`src/rtl/core/dbr_pkg.sv`:
```
// package for the determinative run bracketer
// holds item types, bracket mode codes, code constants and the private-use map
// no dependencies
`timescale 1ns / 1ps

package dbr_pkg;

  localparam int unsigned CpWidth = 21;
  localparam int unsigned DataWidth = 24;

  typedef logic [CpWidth-1:0] cp_t;

  typedef enum logic [1:0] {
    MODE_OUT  = 2'd0,
    MODE_RUN  = 2'd1,
    MODE_TAIL = 2'd2
  } mode_e;

  typedef struct packed {
    cp_t  cp;
    logic err;
  } item_t;

  typedef struct packed {
    item_t item;
    logic  last;
  } slot_t;

  localparam cp_t PuaFirst   = 21'h00E000;
  localparam cp_t PuaLast    = 21'h00E031;
  localparam cp_t PuaLetterZ = 21'h00E019;
  localparam cp_t PuaAccent0 = 21'h00E01A;
  localparam cp_t PuaSub0    = 21'h00E027;
  localparam cp_t PuaSub9    = 21'h00E030;
  localparam cp_t SubDigit0  = 21'h002080;
  localparam cp_t LetterA    = 21'h000061;

  localparam cp_t BraceOpen  = 21'h00007B;
  localparam cp_t BraceClose = 21'h00007D;
  localparam cp_t Apostrophe = 21'h000027;
  localparam cp_t FlagHash   = 21'h000023;
  localparam cp_t FlagStar   = 21'h00002A;
  localparam cp_t FlagQuery  = 21'h00003F;
  localparam cp_t FlagBang   = 21'h000021;

  function automatic cp_t accent_cp(input logic [3:0] idx);
    cp_t res;
    case (idx)
      4'd0:    res = 21'h0000E0;
      4'd1:    res = 21'h0000E1;
      4'd2:    res = 21'h0000E8;
      4'd3:    res = 21'h0000E9;
      4'd4:    res = 21'h0000EC;
      4'd5:    res = 21'h0000ED;
      4'd6:    res = 21'h0000F9;
      4'd7:    res = 21'h0000FA;
      4'd8:    res = 21'h00014B;
      4'd9:    res = 21'h000161;
      4'd10:   res = 21'h001E2B;
      4'd11:   res = 21'h001E63;
      4'd12:   res = 21'h001E6D;
      default: res = 21'h0000E0;
    endcase
    return res;
  endfunction

  // maps one private-use code point; the unmapped one keeps its value and sets err
  function automatic item_t map_pua(input cp_t cp);
    item_t res;
    cp_t   off;
    off = cp - PuaAccent0;
    if (cp <= PuaLetterZ) begin
      res.cp  = cp - PuaFirst + LetterA;
      res.err = 1'b0;
    end else if (cp >= PuaSub0 && cp <= PuaSub9) begin
      res.cp  = cp - PuaSub0 + SubDigit0;
      res.err = 1'b0;
    end else if (cp < PuaSub0) begin
      res.cp  = accent_cp(off[3:0]);
      res.err = 1'b0;
    end else begin
      res.cp  = cp;
      res.err = 1'b1;
    end
    return res;
  endfunction

endpackage

```
`src/rtl/core/determinative_run_bracketer.sv`:
```
// determinative run bracketer: braces runs of private-use code points and maps them back
// depends on dbr_pkg
// an item passes the input register before its results go into the result buffer
// throughput: one item per cycle when it gives one result and the receiver is ready,
//   fewer for two results, set by the one result port draining the two-entry buffer
// a third character of a step waits in the hold register and leaves with the next item
// reset clears bracket mode, hold register, input register and result buffer
`timescale 1ns / 1ps

module determinative_run_bracketer (
  input  logic        clk_i,
  input  logic        rst_ni,
  input  logic        s_axis_tvalid_i,
  output logic        s_axis_tready_o,
  input  logic [23:0] s_axis_tdata_i,   // [20:0] code_point, [23:21] zero
  input  logic        s_axis_tlast_i,   // end_of_text
  output logic        m_axis_tvalid_o,
  input  logic        m_axis_tready_i,
  output logic [23:0] m_axis_tdata_o,   // [20:0] out_code_point, [23:21] zero
  output logic        m_axis_tuser_o,   // unknown_private_use
  output logic        m_axis_tlast_o    // last_of_item
);

  // input register
  logic          in_valid_q, in_valid_d;
  dbr_pkg::cp_t  in_cp_q;
  logic          in_eot_q;

  // step state
  dbr_pkg::mode_e mode_q, mode_d;
  logic           held_valid_q, held_valid_d;
  dbr_pkg::item_t held_q, held_d;

  // result buffer
  dbr_pkg::slot_t buf_q [2];
  dbr_pkg::slot_t buf_d [2];
  logic [1:0]     cnt_q, cnt_d;

  logic s_fire, m_fire, step_fire;

  // step outputs
  dbr_pkg::item_t q [3];
  logic [1:0]     n;
  logic [1:0]     emit;
  dbr_pkg::mode_e step_mode;
  logic           is_pua, is_flag, open_run;

  assign m_fire    = m_axis_tvalid_o && m_axis_tready_i;
  assign step_fire = in_valid_q && ((cnt_q == 2'd0) || (cnt_q == 2'd1 && m_fire));
  assign s_axis_tready_o = !in_valid_q || step_fire;
  assign s_fire    = s_axis_tvalid_i && s_axis_tready_o;

  assign is_pua  = (in_cp_q >= dbr_pkg::PuaFirst) && (in_cp_q <= dbr_pkg::PuaLast);
  assign is_flag = (in_cp_q == dbr_pkg::FlagHash) || (in_cp_q == dbr_pkg::FlagStar) ||
                   (in_cp_q == dbr_pkg::FlagQuery) || (in_cp_q == dbr_pkg::FlagBang);

  always_comb begin
    case (mode_q)
      dbr_pkg::MODE_RUN:  open_run = 1'b1;
      dbr_pkg::MODE_TAIL: open_run = 1'b1;
      default:            open_run = 1'b0;
    endcase
  end

  // build the characters of one step in order, at most three
  always_comb begin
    q[0] = '0;
    q[1] = '0;
    q[2] = '0;
    n    = 2'd0;
    step_mode = dbr_pkg::MODE_OUT;
    if (held_valid_q) begin
      q[0] = held_q;
      n    = 2'd1;
    end
    if (in_eot_q) begin
      if (open_run) begin
        q[n] = '{cp: dbr_pkg::BraceClose, err: 1'b0};
        n    = n + 2'd1;
      end
      step_mode = dbr_pkg::MODE_OUT;
    end else if (is_pua) begin
      if (!open_run) begin
        q[n] = '{cp: dbr_pkg::BraceOpen, err: 1'b0};
        n    = n + 2'd1;
      end else if (mode_q == dbr_pkg::MODE_TAIL) begin
        q[n] = '{cp: dbr_pkg::BraceClose, err: 1'b0};
        n    = n + 2'd1;
        q[n] = '{cp: dbr_pkg::BraceOpen, err: 1'b0};
        n    = n + 2'd1;
      end
      q[n] = dbr_pkg::map_pua(in_cp_q);
      n    = n + 2'd1;
      step_mode = dbr_pkg::MODE_RUN;
    end else if (open_run && is_flag) begin
      q[n] = '{cp: in_cp_q, err: 1'b0};
      n    = n + 2'd1;
      step_mode = dbr_pkg::MODE_TAIL;
    end else if (open_run) begin
      q[n] = '{cp: dbr_pkg::BraceClose, err: 1'b0};
      n    = n + 2'd1;
      // apostrophe right after the closing brace is dropped
      if (in_cp_q != dbr_pkg::Apostrophe) begin
        q[n] = '{cp: in_cp_q, err: 1'b0};
        n    = n + 2'd1;
      end
      step_mode = dbr_pkg::MODE_OUT;
    end else begin
      q[n] = '{cp: in_cp_q, err: 1'b0};
      n    = n + 2'd1;
      step_mode = dbr_pkg::MODE_OUT;
    end
    emit = (n == 2'd3) ? 2'd2 : n;
  end

  always_comb begin
    in_valid_d   = in_valid_q;
    mode_d       = mode_q;
    held_valid_d = held_valid_q;
    held_d       = held_q;
    buf_d[0]     = buf_q[0];
    buf_d[1]     = buf_q[1];
    cnt_d        = cnt_q;
    if (s_fire) begin
      in_valid_d = 1'b1;
    end else if (step_fire) begin
      in_valid_d = 1'b0;
    end
    if (step_fire) begin
      // buffer is empty after this edge's transfer, so load from the front
      mode_d       = step_mode;
      held_valid_d = (n == 2'd3);
      held_d       = q[2];
      buf_d[0]     = '{item: q[0], last: (emit == 2'd1)};
      buf_d[1]     = '{item: q[1], last: 1'b1};
      cnt_d        = emit;
    end else if (m_fire) begin
      buf_d[0] = buf_q[1];
      cnt_d    = cnt_q - 2'd1;
    end
  end

  always_ff @(posedge clk_i or negedge rst_ni) begin
    if (!rst_ni) begin
      in_valid_q   <= 1'b0;
      mode_q       <= dbr_pkg::MODE_OUT;
      held_valid_q <= 1'b0;
      cnt_q        <= 2'd0;
    end else begin
      in_valid_q   <= in_valid_d;
      mode_q       <= mode_d;
      held_valid_q <= held_valid_d;
      cnt_q        <= cnt_d;
    end
  end

  always_ff @(posedge clk_i) begin
    if (s_fire) begin
      in_cp_q  <= s_axis_tdata_i[dbr_pkg::CpWidth-1:0];
      in_eot_q <= s_axis_tlast_i;
    end
    held_q   <= held_d;
    buf_q[0] <= buf_d[0];
    buf_q[1] <= buf_d[1];
  end

  assign m_axis_tvalid_o = (cnt_q != 2'd0);
  assign m_axis_tdata_o  = {{(dbr_pkg::DataWidth - dbr_pkg::CpWidth){1'b0}}, buf_q[0].item.cp};
  assign m_axis_tuser_o  = buf_q[0].item.err;
  assign m_axis_tlast_o  = buf_q[0].last;

endmodule

```
`config.mk`:
```
export PLATFORM = sky130hd
export DESIGN_NAME = determinative_run_bracketer
export DESIGN_NICKNAME = d
export VERILOG_FILES = /design/src/rtl/core/dbr_pkg.sv /design/src/rtl/core/determinative_run_bracketer.sv
export SDC_FILE = /design/constraint.sdc
export NUM_CORES = 1
export LEC_CHECK = 0
export BUFFER_PORTS_ARGS = -buffer_cell sky130_fd_sc_hd__buf_2
export CORE_UTILIZATION = 50
export DETAILED_ROUTE_END_ITERATION = 10
export GPL_TIMING_DRIVEN = 1
export PLACE_DENSITY = 0.7
export SLEW_MARGIN = 15
export SYNTH_ARGS = -nofsm -noshare
export SYNTH_HDL_FRONTEND = slang
export SYNTH_SLANG_ARGS = --single-unit
```
`constraint.sdc`:
```
create_clock -name clk_i -period 8.8 [get_ports clk_i]
set_input_delay 0.44 -clock clk_i [delete_from_list [all_inputs] [get_ports clk_i]]
set_output_delay 0.44 -clock clk_i [all_outputs]
set_load 0.05 [all_outputs]
```
==> results.sh <==
export IMPL_nNetsFinal=661
export IMPL_path_cells="inv_1 > ha_1 > or3b_2 > a211o_1 > a211oi_4 > a21oi_1 > and3_1 > a211oi_1 > o21ai_0"
export IMPL_start_util_pct=52.3
export IMPL_chipHeight_um=112
export IMPL_synth_top_area_share_pct=44.0
export IMPL_ys_flop_type="edfxtp_1"
export IMPL_via_count=4880
export IMPL_cap_violations=0
export IMPL_root_buffer="clkbuf_16"
export IMPL_worst_slew_pin_slew_ns=1.08
export IMPL_antenna_left=0
export IMPL_async_flop_share_pct=6.32
export IMPL_min_period_ns=3.95
export IMPL_seq_area_sq_um=2820
export IMPL_critPathSlowestCell="edfxtp_1"
export IMPL_fp_coreArea_sq_um=11600
export IMPL_routedWlPerCell_um=19.9
export IMPL_track_usage_pct=24.9
export IMPL_setup_tns_ns=0
export IMPL_io_buffers=50
export IMPL_slew_headroom_pct=28.0
export IMPL_synth_edff_count=89
export IMPL_violations="design-rule violations"
export IMPL_yosys_warnings=0
export IMPL_dp_cells=743
export IMPL_clock_sinks=95
export IMPL_antenna_cells=0
export IMPL_reg2reg_slack_ns=4.85
export IMPL_final_cells=760
export IMPL_irDropWorstVdd_mv=0.174
export IMPL_ios=57
export IMPL_setup_violations_final=0
export IMPL_leakage_nw=2.44
export IMPL_gp_congestion=0.918
export IMPL_crit_fanout=10
export IMPL_multiInputGateArea_sq_um=2820
export IMPL_crit_path_start_kind="register"
export IMPL_rr_worst_depth=9
export IMPL_grt_max_degree=72
export IMPL_firstDrtPassIters=8
export IMPL_overflow=0
export IMPL_syn_avg_cell_area_sq_um=10.0
export IMPL_numCtsBuffers=9
export IMPL_clock_fmax_ghz=0.253
export IMPL_drive_above_1_share_pct=16.2
export IMPL_cts_setup_buffers=0
export IMPL_endpoint="buf_q[0][31]"
export IMPL_die_area_sq_um=12600
export IMPL_synth_top_area_cell="edfxtp_1"
export IMPL_hold_viol_final=0
export IMPL_drtIter0Drc=528
export IMPL_synthCells=605
export IMPL_ys_types=75
export IMPL_drc=3
export IMPL_n_fill_cell=1013
export IMPL_path_class="register to register"
export IMPL_antenna_found_initial=0
export IMPL_rsz0062_at_grt="no"
export IMPL_die_w_um=112
export IMPL_hold_path_class="input port to register"
export IMPL_routed_wl_um=15200
export IMPL_routed_via_density=6.42
export IMPL_area_delta_synth_final_pct=7.34
export IMPL_report_final_slew_viol_count=0
export IMPL_status="complete, but fails checks"
export IMPL_htreeDepth=3
export IMPL_rows=39
export IMPL_cp_required_ns=8.86
export IMPL_crit_path_end_kind="register"
export IMPL_netlist_area_sq_um=6070
export IMPL_detailedPlacementHpwl_um=10700
export IMPL_powerDensity_nw_per_um2=311
export IMPL_grt_pass1_vias=4258
export IMPL_arrival_ns=4.01
export IMPL_r2r_start="in_cp_q[1]"
export IMPL_yosysSeqAreaShare_pct=46.5
export IMPL_grt_first_pass_wirelength_um=23700
export IMPL_tritoncts="yes"
export IMPL_finalCritPeriodShare_pct=44.9
export IMPL_synth_area_leaders="edfxtp_1 44%, nand2_1 4.9%, ha_1 3.9%"
export IMPL_worstSkewPairLatency_ns=0.35
export IMPL_clk_pin_slew_worst_paths_ns=0.07
export IMPL_clock_skew_ns=0.00918
export IMPL_timing_rr_end="buf_q[0][31]"
export IMPL_cp_startpoint="in_cp_q[1]"
export IMPL_critPathMaxStageDelay_ns=0.58
export IMPL_clock_path_buffers=2
export IMPL_ys_ff_latch=95
-- layout make-up --
type,instances,share of cell area (%)
repair buffers,56,4.57
clock buffers,9,3.46
flip-flops and latches,95,43.3
clock inverters,7,1.33
multi-input cells,429,43.4
inverters,21,1.21
well taps,143,2.75
-- worst min path at each step --
stage | start | end | slack (ns) | cells past startpoint
after floorplan | rst_ni | cnt_q[0] | 0.14 | 0
after global placement | rst_ni | cnt_q[0] | 0.27 | 1
after detailed placement | rst_ni | cnt_q[0] | 0.27 | 1
after CTS | s_axis_tdata_i[19] | in_cp_q[19] | 0.25 | 1
after global routing | s_axis_tdata_i[19] | in_cp_q[19] | 0.25 | 1
final | s_axis_tdata_i[7] | in_cp_q[7] | 0.26 | 1
-- power breakdown --
group	total, mW	switching [mW]	leakage [nW]	internal (mW)
registers	0.842	0.108	0.942	0.733
logic	0.771	0.571	1.35	0.201
clock network	0.412	0.185	0.150	0.227
total	2.03	0.864	2.44	1.16
-- metal layers --
layer | vias up | global-route usage [%] | wire (um) | share of wire, %
met5 | - | 0 | 0 | 0
li1 | 2278 | - | - | -
met4 | 0 | 10.3 | 434 | 2.9
met3 | 32 | 4.37 | 1270 | 8.4
met2 | 254 | 37.6 | 6700 | 44
met1 | 2316 | 35.5 | 6750 | 45
-- cell families (layout without fill, tap and decap cells) --
kind of cell             count (synthesis)  after routing  share of synthesized area, %
XOR/XNOR                                 5              5                         0.722
adder cells (fa/ha/maj)                 20             20                          4.25
buffers and inverters                   83             93                          7.07
other                                    1              3                        0.0618
multiplexers                             8              8                          1.36
AO/OA/AOI/OAI                          198            198                          23.7
flip-flops                              95             95                          46.5
AND/OR/NAND/NOR                        195            195                          16.4
-- stage by stage --
step	power [mW]	setup slack [ns]	instance area, sq um	hold WS (ns)	utilization, %
floorplan	1.49	5.80	6080	0.144	-
global placement	1.60	4.91	6190	0.268	53.3
detailed placement	1.62	4.94	6190	0.272	53.3
CTS	2.03	4.93	6510	0.248	56.1
global route	2.12	4.66	6510	0.246	56.1
finish	2.03	4.85	6510	0.257	56.1
-- state kept, by name (all words and copies together), names as in the netlist --
name / cells
in_cp_q: 21
buf_q: 45
in_valid_q: 1
held_q: 22
in_eot_q: 1
held_valid_q: 1
mode_q: 2
cnt_q: 2
-- cell usage in the layout, fill, tap and decap left out, drive strengths merged, types with 7 or more instances in the layout --
cell type  count
o21ai         41
nor3          12
buf           55
edfxtp        89
a221o          7
o31ai          7
inv           25
nor2          32
ha            19
a211o         12
nand2         79
nand4          9
a21o          10
clkbuf         9
nand2b        10
a211oi        15
a21oi         35
and2          17
-- cell usage after synthesis, types with 6 or more instances --
library cell and count:
nand2_1 79, o22ai_1 6, o21ai_1 9, a21o_1 10
buf_2 7, o31ai_1 6, nand2b_1 9, nand4_1 9
and2_1 17, inv_1 20, o21ai_0 32, nor2_1 31
nor3_1 10, a221o_1 7, a211oi_1 12, buf_4 25
a21oi_1 35, a211o_1 11, ha_1 19, a22oi_1 6
mux2i_1 6, clkbuf_1 28, nand3_1 6, dfrtp_1 6
a221oi_1 6, edfxtp_1 89
-- critical path, delay by kind of cell (launching register included) --
kind,cells,cell delay (ns)
compound gates,5,1.77
simple gates,2,0.73
fa+ha+maj,1,0.28
buf+inv,1,0.29
flops,1,0.58
-- timing repair --
| item | in CTS | in global routing |
|---|---|---|
| hold buffers | 1 | 0 |
| endpoints found under the hold margin | 6 | 0 |
| gates resized for setup | 0 | 0 |
Note: power is estimated with default switching activity, not from simulation.
